`src/rtl/bcs_pkg.sv`:
```
// shared types, character codes and bracket decode for the bracket content stripper
package bcs_pkg;

  // bracket characters
  localparam logic [7:0] CH_PAREN_OPEN   = 8'h28;  // (
  localparam logic [7:0] CH_PAREN_CLOSE  = 8'h29;  // )
  localparam logic [7:0] CH_BRACE_OPEN   = 8'h7B;  // {
  localparam logic [7:0] CH_BRACE_CLOSE  = 8'h7D;  // }
  localparam logic [7:0] CH_SQUARE_OPEN  = 8'h5B;  // [
  localparam logic [7:0] CH_SQUARE_CLOSE = 8'h5D;  // ]
  localparam logic [7:0] CH_ANGLE_OPEN   = 8'h3C;  // <
  localparam logic [7:0] CH_ANGLE_CLOSE  = 8'h3E;  // >

  // bracket kind as stored on the stack
  typedef logic [1:0] kind_t;
  localparam kind_t KIND_PAREN  = 2'd0;
  localparam kind_t KIND_BRACE  = 2'd1;
  localparam kind_t KIND_SQUARE = 2'd2;
  localparam kind_t KIND_ANGLE  = 2'd3;

  typedef enum logic [1:0] {
    CLS_OTHER = 2'd0,
    CLS_OPEN  = 2'd1,
    CLS_CLOSE = 2'd2
  } bclass_t;

  typedef struct packed {
    bclass_t cls;
    kind_t   kind;
  } bracket_t;

  // configuration register map
  localparam int unsigned PADDR_W      = 3;
  localparam int unsigned PDATA_W      = 32;
  localparam int unsigned NEST_LIMIT_W = 5;
  localparam logic [0:0]  REG_NEST_LIMIT = 1'b0;
  localparam logic [NEST_LIMIT_W-1:0] NEST_LIMIT_RESET = 5'd16;

  // one result as it leaves the core
  typedef struct packed {
    logic       kept;
    logic [7:0] out_byte;
    logic       end_of_string;
  } result_t;

  function automatic bracket_t classify(input logic [7:0] b);
    bracket_t r;
    r.cls  = CLS_OTHER;
    r.kind = KIND_PAREN;
    case (b)
      CH_PAREN_OPEN: begin
        r.cls  = CLS_OPEN;
        r.kind = KIND_PAREN;
      end
      CH_PAREN_CLOSE: begin
        r.cls  = CLS_CLOSE;
        r.kind = KIND_PAREN;
      end
      CH_BRACE_OPEN: begin
        r.cls  = CLS_OPEN;
        r.kind = KIND_BRACE;
      end
      CH_BRACE_CLOSE: begin
        r.cls  = CLS_CLOSE;
        r.kind = KIND_BRACE;
      end
      CH_SQUARE_OPEN: begin
        r.cls  = CLS_OPEN;
        r.kind = KIND_SQUARE;
      end
      CH_SQUARE_CLOSE: begin
        r.cls  = CLS_CLOSE;
        r.kind = KIND_SQUARE;
      end
      CH_ANGLE_OPEN: begin
        r.cls  = CLS_OPEN;
        r.kind = KIND_ANGLE;
      end
      CH_ANGLE_CLOSE: begin
        r.cls  = CLS_CLOSE;
        r.kind = KIND_ANGLE;
      end
      default: begin
        r.cls  = CLS_OTHER;
        r.kind = KIND_PAREN;
      end
    endcase
    return r;
  endfunction

endpackage

```
`src/rtl/bcs_ram.sv`:
```
// generic simple dual-port ram, one write port and one registered read port
module bcs_ram #(
  parameter int unsigned WIDTH = 2,
  parameter int unsigned DEPTH = 16
) (
  input  logic                                   clk,
  input  logic                                   we,
  input  logic [((DEPTH > 1) ? $clog2(DEPTH) : 1)-1:0] waddr,
  input  logic [WIDTH-1:0]                       wdata,
  input  logic [((DEPTH > 1) ? $clog2(DEPTH) : 1)-1:0] raddr,
  output logic [WIDTH-1:0]                       rdata
);

  logic [WIDTH-1:0] mem [DEPTH];

  always_ff @(posedge clk) begin
    if (we) begin
      mem[waddr] <= wdata;
    end
    rdata <= mem[raddr];
  end

endmodule

```
`src/rtl/bcs_regs.sv`:
```
// apb configuration register block holding the nesting limit
module bcs_regs (
  input  logic                                 clk,
  input  logic                                 rst,
  input  logic                                 psel,
  input  logic                                 penable,
  input  logic                                 pwrite,
  input  logic [bcs_pkg::PADDR_W-1:0]          paddr,
  input  logic [bcs_pkg::PDATA_W-1:0]          pwdata,
  output logic [bcs_pkg::PDATA_W-1:0]          prdata,
  output logic                                 pready,
  output logic [bcs_pkg::NEST_LIMIT_W-1:0]     nest_limit
);

  logic hit;

  // register index is the word address, byte offset ignored
  assign hit    = (paddr[bcs_pkg::PADDR_W-1:2] == bcs_pkg::REG_NEST_LIMIT);
  assign pready = 1'b1;

  always_ff @(posedge clk) begin
    if (rst) begin
      nest_limit <= bcs_pkg::NEST_LIMIT_RESET;
    end else if (psel && penable && pwrite && pready && hit) begin
      nest_limit <= pwdata[bcs_pkg::NEST_LIMIT_W-1:0];
    end
  end

  always_comb begin
    prdata = '0;
    if (hit) begin
      prdata = bcs_pkg::PDATA_W'(nest_limit);
    end
  end

endmodule

```
`src/rtl/bcs_core.sv`:
```
// per-byte filter step: bracket decode, depth counter and kind stack
module bcs_core #(
  parameter int unsigned STACK_DEPTH      = 16,
  parameter int unsigned DEPTH_COUNT_BITS = 16
) (
  input  logic                              clk,
  input  logic                              rst,
  input  logic                              accept,
  input  logic [7:0]                        in_byte,
  input  logic                              last_of_string,
  input  logic [bcs_pkg::NEST_LIMIT_W-1:0]  nest_limit,
  output bcs_pkg::result_t                  result
);

  localparam int unsigned AW = (STACK_DEPTH > 1) ? $clog2(STACK_DEPTH) : 1;
  localparam int unsigned SW = $clog2(STACK_DEPTH + 1);
  localparam int unsigned LW = (DEPTH_COUNT_BITS > SW) ? DEPTH_COUNT_BITS : SW;

  logic [DEPTH_COUNT_BITS-1:0] depth;
  logic [DEPTH_COUNT_BITS-1:0] depth_step;
  logic [DEPTH_COUNT_BITS-1:0] depth_next;
  logic [LW-1:0]               depth_ext;
  logic [LW-1:0]               limit_ext;
  logic [LW-1:0]               size_ext;
  logic [LW-1:0]               lim;
  bcs_pkg::bracket_t           br;
  bcs_pkg::kind_t              rd_kind;
  bcs_pkg::kind_t              top_kind;
  bcs_pkg::kind_t              byp_kind;
  logic                        byp_hit;
  logic                        push;
  logic                        keep;
  logic                        we;
  logic [AW-1:0]               waddr;
  logic [AW-1:0]               raddr;

  assign depth_ext = LW'(depth);
  assign limit_ext = LW'(nest_limit);
  assign size_ext  = LW'(STACK_DEPTH);
  assign lim       = (limit_ext < size_ext) ? limit_ext : size_ext;

  always_comb begin
    br         = bcs_pkg::classify(in_byte);
    top_kind   = byp_hit ? byp_kind : rd_kind;
    push       = 1'b0;
    keep       = 1'b0;
    depth_step = depth;
    case (br.cls)
      bcs_pkg::CLS_OPEN: begin
        push = (depth_ext < lim);
        if (!(&depth)) begin
          depth_step = depth + 1'b1;
        end
      end
      bcs_pkg::CLS_CLOSE: begin
        if (depth_ext > lim) begin
          depth_step = depth - 1'b1;
        end else if ((depth != '0) && (top_kind == br.kind)) begin
          depth_step = depth - 1'b1;
        end
      end
      default: begin
        keep = (depth == '0);
      end
    endcase
    if (last_of_string) begin
      depth_step = '0;
    end
  end

  assign depth_next = accept ? depth_step : depth;
  assign we         = accept && push;
  assign waddr      = AW'(depth);
  // always prefetch the entry that will be on top next cycle
  assign raddr      = AW'(depth_next - 1'b1);

  always_ff @(posedge clk) begin
    if (rst) begin
      depth   <= '0;
      byp_hit <= 1'b0;
    end else begin
      depth   <= depth_next;
      byp_hit <= we && (waddr == raddr);
    end
  end

  always_ff @(posedge clk) begin
    byp_kind <= br.kind;
  end

  bcs_ram #(
    .WIDTH ($bits(bcs_pkg::kind_t)),
    .DEPTH (STACK_DEPTH)
  ) u_stack (
    .clk   (clk),
    .we    (we),
    .waddr (waddr),
    .wdata (br.kind),
    .raddr (raddr),
    .rdata (rd_kind)
  );

  assign result.kept          = keep;
  assign result.out_byte      = keep ? in_byte : 8'h00;
  assign result.end_of_string = last_of_string;

endmodule

```
`src/rtl/bracket_content_stripper.sv`:
```
// top level of the bracket content stripper: config port, filter core, result register
//
// bracket content stripper: takes a text one byte per request and marks each byte
// kept or dropped. every bracket of the kinds (), {}, [] and <> is dropped, and so is
// every byte nested inside brackets. opening brackets push their kind onto a kind
// stack of STACK_DEPTH entries while the depth is below the effective limit (the
// smaller of nest_limit and STACK_DEPTH); deeper they are only counted. a closing
// bracket pops on a kind match, always pops above the limit, and is ignored on a
// mismatch or at depth zero. the depth counter is DEPTH_COUNT_BITS wide and
// saturates. the byte flagged last_of_string is processed normally and then the
// depth returns to zero; stack contents stay. throughput is one byte per clock:
// each request is processed in the cycle it is accepted and its result is in the
// output register the next cycle. what sets that rate is the depth counter loop,
// closed through the stack ram whose registered read port always prefetches the
// entry that will be on top next cycle (a same-cycle push is forwarded). the
// input is ready whenever the output register is empty or being drained, so a
// result taken in the same cycle does not hold off the next request; a stalled
// result does. nest_limit sits at byte address
// 0 and may only be written while no request is in flight. entries of the stack
// are undefined until pushed; no clearing pass is needed after reset.
module bracket_content_stripper #(
  parameter int unsigned STACK_DEPTH      = 16,
  parameter int unsigned DEPTH_COUNT_BITS = 16
) (
  input  logic                          clk,
  input  logic                          rst,
  // config port
  input  logic                          psel,
  input  logic                          penable,
  input  logic                          pwrite,
  input  logic [bcs_pkg::PADDR_W-1:0]   paddr,
  input  logic [bcs_pkg::PDATA_W-1:0]   pwdata,
  output logic [bcs_pkg::PDATA_W-1:0]   prdata,
  output logic                          pready,
  // byte requests
  input  logic                          in_valid,
  output logic                          in_ready,
  input  logic [7:0]                    in_byte,
  input  logic                          last_of_string,
  // filtered results
  output logic                          out_valid,
  input  logic                          out_ready,
  output logic                          kept,
  output logic [7:0]                    out_byte,
  output logic                          end_of_string
);

  logic [bcs_pkg::NEST_LIMIT_W-1:0] nest_limit;
  logic                             accept;
  bcs_pkg::result_t                 result;

  // configuration register
  bcs_regs u_regs (
    .clk        (clk),
    .rst        (rst),
    .psel       (psel),
    .penable    (penable),
    .pwrite     (pwrite),
    .paddr      (paddr),
    .pwdata     (pwdata),
    .prdata     (prdata),
    .pready     (pready),
    .nest_limit (nest_limit)
  );

  // take a new request whenever the result register frees up this cycle
  assign in_ready = !out_valid || out_ready;
  assign accept   = in_valid && in_ready;

  // filter core: state update and result for the accepted byte
  bcs_core #(
    .STACK_DEPTH      (STACK_DEPTH),
    .DEPTH_COUNT_BITS (DEPTH_COUNT_BITS)
  ) u_core (
    .clk            (clk),
    .rst            (rst),
    .accept         (accept),
    .in_byte        (in_byte),
    .last_of_string (last_of_string),
    .nest_limit     (nest_limit),
    .result         (result)
  );

  // result register, valid flag
  always_ff @(posedge clk) begin
    if (rst) begin
      out_valid <= 1'b0;
    end else if (accept) begin
      out_valid <= 1'b1;
    end else if (out_ready) begin
      out_valid <= 1'b0;
    end
  end

  // result register, payload held until taken
  always_ff @(posedge clk) begin
    if (accept) begin
      kept          <= result.kept;
      out_byte      <= result.out_byte;
      end_of_string <= result.end_of_string;
    end
  end

endmodule

```
`config.mk`:
```
export PLATFORM = sky130hd
export DESIGN_NAME = bracket_content_stripper
export DESIGN_NICKNAME = d
export VERILOG_FILES = /design/src/rtl/bcs_pkg.sv /design/src/rtl/bcs_ram.sv /design/src/rtl/bcs_regs.sv /design/src/rtl/bcs_core.sv /design/src/rtl/bracket_content_stripper.sv
export SDC_FILE = /design/constraint.sdc
export NUM_CORES = 1
export LEC_CHECK = 0
export CAP_MARGIN = 20
export CORE_UTILIZATION = 50
export DETAILED_ROUTE_END_ITERATION = 8
export DONT_BUFFER_PORTS = 1
export PLACE_DENSITY = 0.74
export REMOVE_ABC_BUFFERS = 1
export SYNTH_ARGS = -nofsm -noshare
export SYNTH_HDL_FRONTEND = slang
export SYNTH_SLANG_ARGS = --single-unit
```
`constraint.sdc`:
```
create_clock -name clk -period 5.9 [get_ports clk]
set_input_delay 1.18 -clock clk [delete_from_list [all_inputs] [get_ports clk]]
set_output_delay 1.18 -clock clk [all_outputs]
set_load 0.05 [all_outputs]
```
==> flow_summary.toml, run 1 <==
[sta]
hold_viol_final = 0
rsz0062_at_grt = "false"
relSlewSlack_pct = 37.99
fin_crit_ns = 4.968
worst_pin_slew_ns = 0.9283
finalCritPeriodShare_pct = 84.21
finalSetupViolCount = 0
setup_tns_ns = 0
finalMaxSlewViolations = 0
fin_skew_ns = 0.006368
timing.fmax_mhz = 201.3

[route]
wirelength_um = 10050
vias = 3689
firstDrtPassIters = 7
antenna_left = 0
drc = 5
vias_per_cell = 6.128
wl_per_cell_um = 16.69
drtIter0Drc = 220

[clocking]
insertion_delay_ns = 0.36
root_buffer = "clkbuf_8"
cts_resized = 0
cts_tree = "done"
cts.sinks = 69
cts_buffer_depth = 2
numCtsBuffers = 9
htree_levels = 3
holdBufCountCts = 0
path_clk_slew_ns = 0.08
cts_setup_buffers = 0

[placement]
io_buffers = 0
dp.cells = 586
hpwlAfterDp_um = 7147
gp_congestion = 0.8699

[grt]
met1_usage_pct = 27.87
overflow = 0
use_met3_pct = 4.539
grt_max_degree = 24
grt_pass1_wl_um = 16400
met2_usage_pct = 33.48
busiest_layer = "met2"
antenna_found_initial = 0
grt_pass1_vias = 3449
grtUsageTotal_pct = 21.37

[floorplan]
die_area_sq_mm = 0.009706
rows = 34
die_h_um = 98.52
pin_count = 96
core_sq_mm = 0.008891
start_util_pct = 52.39
chipWidth_um = 98.52

[finish]
ff_latch_area_sq_mm = 0.001802
instances_no_fill = 602
utilization_pct = 53.98
layout-drive-gt1-share_pct = 10.53
layout.nets = 552
multi_input_area_sq_mm = 0.002535
area_growth_pct = 3.035
antennaDiodeCount = 0
fill_cells = 791

[setup_path]
worstPathMaxFanout = 11
crit_chain = "nand3b_1, or2_2, o32a_1, ha_1, clkinv_1, a21o_1, nor3b_1, a311oi_1, nand3_1, inv_2, ha_1, buf_4, mux2_2, a211o_1, a31oi_1"
crit_type = "in2reg"
reg2reg_slack_ns = 1.40
crit_arrival_ns = 5.24
slowest_stage = "a311oi_1"
crit_required_ns = 6.17
cp_common_cell = "ha_1"
cp-end-kind = "register"
worstSetupStartpointType = "input pin"
max_stage_delay_ns = 0.51

[pwr]
p_leak_uw = 0.001715
vdd_drop_max_v = 0.00008879
power_uw = 995.6
p_per_area_mw_per_mm2 = 207.4

[logic_synthesis]
synth_edf_count = 42
synth_cell_types = 78
synth-seq-cells = 69
synthArstFlopShare_pct = 0
ys.flop_type = "edfxtp_1"
syn_area_sq_mm = 0.004658
syn_inst = 503
syn_area_per_cell_sq_um = 9.261
seq_area_frac_synth_pct = 38.68
ys_warn_count = 0

[run_status]
violations = "design-rule violations"
status = "finished, violations left"

[flow_run]
maxCapViolCount = 0

[min_path]
hold_class = "reg2reg"
## cell families after synthesis
logic type | count (synthesis) | share of synthesized area (%)
XOR/XNOR | 11 | 2.390
other | 2 | 0.1612
adder cells (fa/ha/maj) | 12 | 3.223
buffers and inverters | 76 | 8.998
AND/OR/NAND/NOR | 193 | 22.32
AO/OA/AOI/OAI | 119 | 19.50
multiplexers | 21 | 4.727
flip-flops | 69 | 38.68
## flip-flops by register name, indices dropped and copies added, names as in the netlist
name and count:
u_core.byp_hit 1, u_core.u_stack.mem 32, u_regs.nest_limit 5, kept 1, out_byte 8, out_valid 1, u_core.u_stack.rdata 2, end_of_string 1
u_core.byp_kind 2, u_core.depth 16
## power by group
part           total [uW]  switching (uW)  internal (uW)  leakage [uW]
clock network         388             183            205     0.0000959
registers             532            17.9            514      0.000598
logic                75.3            62.3           13.0       0.00102
total                 996             263            732       0.00171
## final cells by class
| cell class | instances | share of cell area, % |
|---|---|---|
| clock buffer | 10 | 2.868 |
| multi-input combinational | 384 | 52.82 |
| timing repair buffer | 9 | 1.408 |
| tap | 108 | 2.815 |
| clock inverter | 6 | 1.303 |
| sequential | 69 | 37.54 |
| inverter | 16 | 1.251 |
## through the flow
step / hold slack (ns) / cell area (sq um) / worst slack [ns]
after CTS: 0.5099 / 4800 / 0.9594
after global routing: 0.5477 / 4800 / 0.6096
after detailed placement: 0.4915 / 4599 / 0.6047
final: 0.5086 / 4800 / 0.9315
after global placement: 0.4756 / 4599 / 0.6491
after floorplan: 0.4591 / 4397 / 0.6233
## path summary, 6_finish.rpt
check	to	cells after the start	from
setup / recovery	u_core.u_stack.rdata[1]	15	in_byte[7]
hold / removal	u_regs.nest_limit[4]	1	u_regs.nest_limit[4]
setup reg to reg	u_core.u_stack.rdata[1]	13	u_core.depth[0]
hold reg to reg	u_regs.nest_limit[4]	1	u_regs.nest_limit[4]
## cells in the final DEF (no fill, tap or decap), types with 14 or more instances in the layout
cell and n:
and2_1 23, dfxtp_1 27, edfxtp_1 42, nand3_1 14, nor2_1 46, nor3_1 17, nand2_1 32, a21oi_1 16
mux2i_1 16, conb_1 28
## cells in the mapped netlist (13+ instances only)
cell | count | area, sq um
and2_1 | 23 | 143.9
a21oi_1 | 16 | 80.08
mux2i_1 | 16 | 160.2
clkbuf_1 | 16 | 60.06
buf_4 | 32 | 240.2
nand3_1 | 14 | 70.07
nor2_1 | 46 | 172.7
edfxtp_1 | 42 | 1261
dfxtp_1 | 27 | 540.5
nor3_1 | 17 | 85.08
nand2_1 | 32 | 120.1
inv_1 | 13 | 48.80
## critical path: cells and delay by family
| kind | cells | cell delay (ns) |
|---|---|---|
| multiplexers | 1 | 0.35 |
| AO/OA/AOI/OAI | 5 | 1.70 |
| buffers and inverters | 3 | 0.46 |
| adder cells (fa/ha/maj) | 2 | 0.66 |
| AND/OR/NAND/NOR | 4 | 0.89 |
## layer usage
layer  share of wire (%)  vias up  wire length (um)
met4                 2.2        0               220
met3                 6.5       22               654
li1                    -     1786                 -
met1                  46     1739              4580
met2                  46      142              4590
met5                   0        -                 0
Power figures use the tool's default switching activity.
==> run 2, diff against run 1 <==
--- a/config.mk
+++ b/config.mk
@@ -5,11 +5,12 @@
 export SDC_FILE = /design/constraint.sdc
 export NUM_CORES = 1
 export LEC_CHECK = 0
+export ABC_AREA = 1
 export CAP_MARGIN = 20
 export CORE_UTILIZATION = 50
 export DETAILED_ROUTE_END_ITERATION = 8
 export DONT_BUFFER_PORTS = 1
-export PLACE_DENSITY = 0.74
+export PLACE_DENSITY = 0.77
 export REMOVE_ABC_BUFFERS = 1
 export SYNTH_ARGS = -nofsm -noshare
 export SYNTH_HDL_FRONTEND = slang
==> constraint.sdc (replaced) <==
create_clock -name clk -period 4.1 [get_ports clk]
set_input_delay 0.82 -clock clk [delete_from_list [all_inputs] [get_ports clk]]
set_output_delay 0.82 -clock clk [all_outputs]
set_load 0.05 [all_outputs]
==> run 2 against run 1 <==
Effect of this change:
- the run still ends with design-rule violations left
- non-clock buffer count shrank 1
- clock power rose by 42%
- core utilization is 0.42 points higher
- clock-buffer cell count decreased by 1
- critical path depth grew 6
- final area increased by 0.29%
- via count grew 6.4%
- routed wire length up 1.9%
- highest routed layer unchanged
- critical endpoint is now u_core.byp_hit
- die area decreased by 0.45%
- combinational power increased by 91%
- sequential power is 45% higher
- sequential share of layout area fell by 0.11 points
==> flow_summary.toml, run 2 <==
[logic_synthesis]
synthArstFlopShare_pct = 0
synth_top_area_share_pct = 27.20
synth_edf_count = 42
synth-seq-cells = 69
synth.most_common_cell = "nand2_1"
syn_inst = 608
seq_area_frac_synth_pct = 38.86
ys.flop_type = "edfxtp_1"
synthTopCellsByCount = "nand2_1 (109), nor2_1 (80), inv_1 (78), nand3_1 (55), edfxtp_1 (42)"
ys_warn_count = 0
yosys-top-cells-area = "edfxtp_1 (27%), dfxtp_1 (12%), nand2_1 (8.8%)"
yosysTopAreaCell = "edfxtp_1"
synth_cell_types = 46
syn_area_per_cell_sq_um = 7.627
syn_area_sq_mm = 0.004637

[clocking]
cts_setup_buffers = 0
numCtsBuffers = 9
cts_resized = 0
insertion_delay_ns = 0.35
htree_levels = 3
cts_tree = "done"
path_clk_slew_ns = 0.08
holdBufCountCts = 0
cts_buffer_depth = 2
cts.sinks = 69
root_buffer = "clkbuf_8"

[floorplan]
start_util_pct = 52.40
pin_count = 96
rows = 34
die_h_um = 98.30
die_area_sq_mm = 0.009663
core_sq_mm = 0.008848
chipWidth_um = 98.30

[setup_path]
crit_arrival_ns = 3.96
worstSetupStartpointType = "register"
cp-end-kind = "register"
reg2reg_slack_ns = 0.43
crit_required_ns = 4.39
crit_type = "reg2reg"
worstPathMaxFanout = 17

[grt]
grt_max_degree = 20
antenna_found_initial = 0
busiest_layer = "met2"
grt_pass1_wl_um = 16930
overflow = 0
use_met3_pct = 3.436
met1_usage_pct = 29.09
grtUsageTotal_pct = 22.06
met2_usage_pct = 35.86
grt_pass1_vias = 3671

[pwr]
p_leak_uw = 0.002060
p_comb_share_pct = 9.8
p_per_area_mw_per_mm2 = 305.3
vdd_drop_max_v = 0.0001267
internal_power_uw = 1047
power_frac_seq_pct = 52.7
p_clk_share_pct = 37.5
switching_share_pct = 28.77
power_uw = 1469
p_switching_uw = 422.8

[sta]
timing.fmax_mhz = 272.4
relSlewSlack_pct = 40.85
worst_pin_slew_ns = 0.8839
fin_crit_ns = 3.671
finalCritPeriodShare_pct = 89.54
hold_ws_ns = 0.4767
rsz0062_at_grt = "false"
fin_skew_ns = 0.01425
finalMaxSlewViolations = 0
setup_ws_ns = 0.4290
hold_viol_final = 0
setup_tns_ns = 0
finalSetupViolCount = 0

[route]
vias = 3926
vias_per_cell = 5.453
antenna_left = 0
firstDrtPassIters = 9
drc = 8
wirelength_um = 10240
wl_per_cell_um = 14.22
drtIter0Drc = 365

[placement]
hpwlAfterDp_um = 7380
place_ws_ns = 0.2395
gp_congestion = 0.8848
dp.cells = 705
io_buffers = 0

[finish]
final_common_cell = "nand2_1"
instances_no_fill = 720
final_cell_mix = "nand2_1 (109), nor2_1 (80), inv_1 (78)"
antennaDiodeCount = 0
layout-drive-gt1-share_pct = 10.46
largest_reg_flops = 32
layout.nets = 671
reg_top3 = "u_core.u_stack.mem: 32 flops, u_core.depth: 16 flops, out_byte: 8 flops"
regMostFlops = "u_core.u_stack.mem"
area_growth_pct = 3.805

[run_status]
violations = "design-rule violations"
status = "finished, violations left"

[min_path]
hold_class = "reg2reg"

[flow_run]
maxCapViolCount = 0
-- run 2: cell count changes after synthesis, sizes merged, moves of 15 or more --
cell    change
and2       -25
inv        +70
mux2i      -15
nand2      +87
nand3      +43
nand3b     +15
nor2       +40
-- run 2: kinds of logic after synthesis --
kind of cell,count (synthesis),synth area share [%]
other,2,0.1620
buffers and inverters,134,13.79
DFF,69,38.86
and+or+nand+nor,306,31.44
AOI/OAI and AO/OA,66,8.905
adders and majority gates,12,3.238
muxes,1,0.2159
xor gates and xnor gates,18,3.400
-- run 2: layout make-up --
class | count | area, sq um
clock buffers | 9 | 123.9
multi-input cells | 431 | 2293
flip-flops and latches | 69 | 1802
fillers | 795 | 4035
repair buffers | 8 | 60.06
well taps | 108 | 135.1
inverters | 89 | 335.3
clock inverters | 6 | 63.81
-- run 2: through the flow --
stage / util [%] / area [sq um]
floorplan: - / 4431
global placement: 52.28 / 4626
detailed placement: 52.28 / 4626
CTS: 54.40 / 4813
global route: 54.40 / 4813
finish: 54.40 / 4813
-- run 2: routing by layer --
layer  share of wire, %  up-vias
li1                   -     1922
met1                 46     1798
met2                 45      178
met3                6.4       28
met4                2.4        0
met5                  0        -
-- run 2: power groups by stage --
stage	Combinational, uW	Clock, uW	Sequential [uW]
finish	144	551	774
floorplan	123	0	788
detailed placement	143	0	790
global placement	139	0	789
CTS	143	555	774
global route	157	577	775
-- run 2: worst paths after layout --
kind,to,cells past startpoint,from
max,u_core.byp_hit,21,u_core.depth[0]
min,u_regs.nest_limit[3],2,u_regs.nest_limit[3]
max reg2reg,u_core.byp_hit,21,u_core.depth[0]
min reg2reg,u_regs.nest_limit[3],2,u_regs.nest_limit[3]
-- run 2: critical path, cell delays in order, from the launching register on --
cell      delay (ns)
dfxtp_1         0.58
inv_1           0.27
ha_1            0.35
nand3_2         0.14
nor3_4          0.06
nand2_1         0.15
nand3_2         0.11
o21ai_4         0.22
nand2_1         0.08
nand3_1         0.09
nand2_2         0.07
nand2_4         0.18
nand2_2         0.08
inv_1           0.11
ha_1            0.25
clkinv_1        0.08
o21ai_0         0.07
a211oi_1        0.23
o21ai_1         0.10
a21oi_1         0.15
nand3_1         0.11
nor2_2          0.10
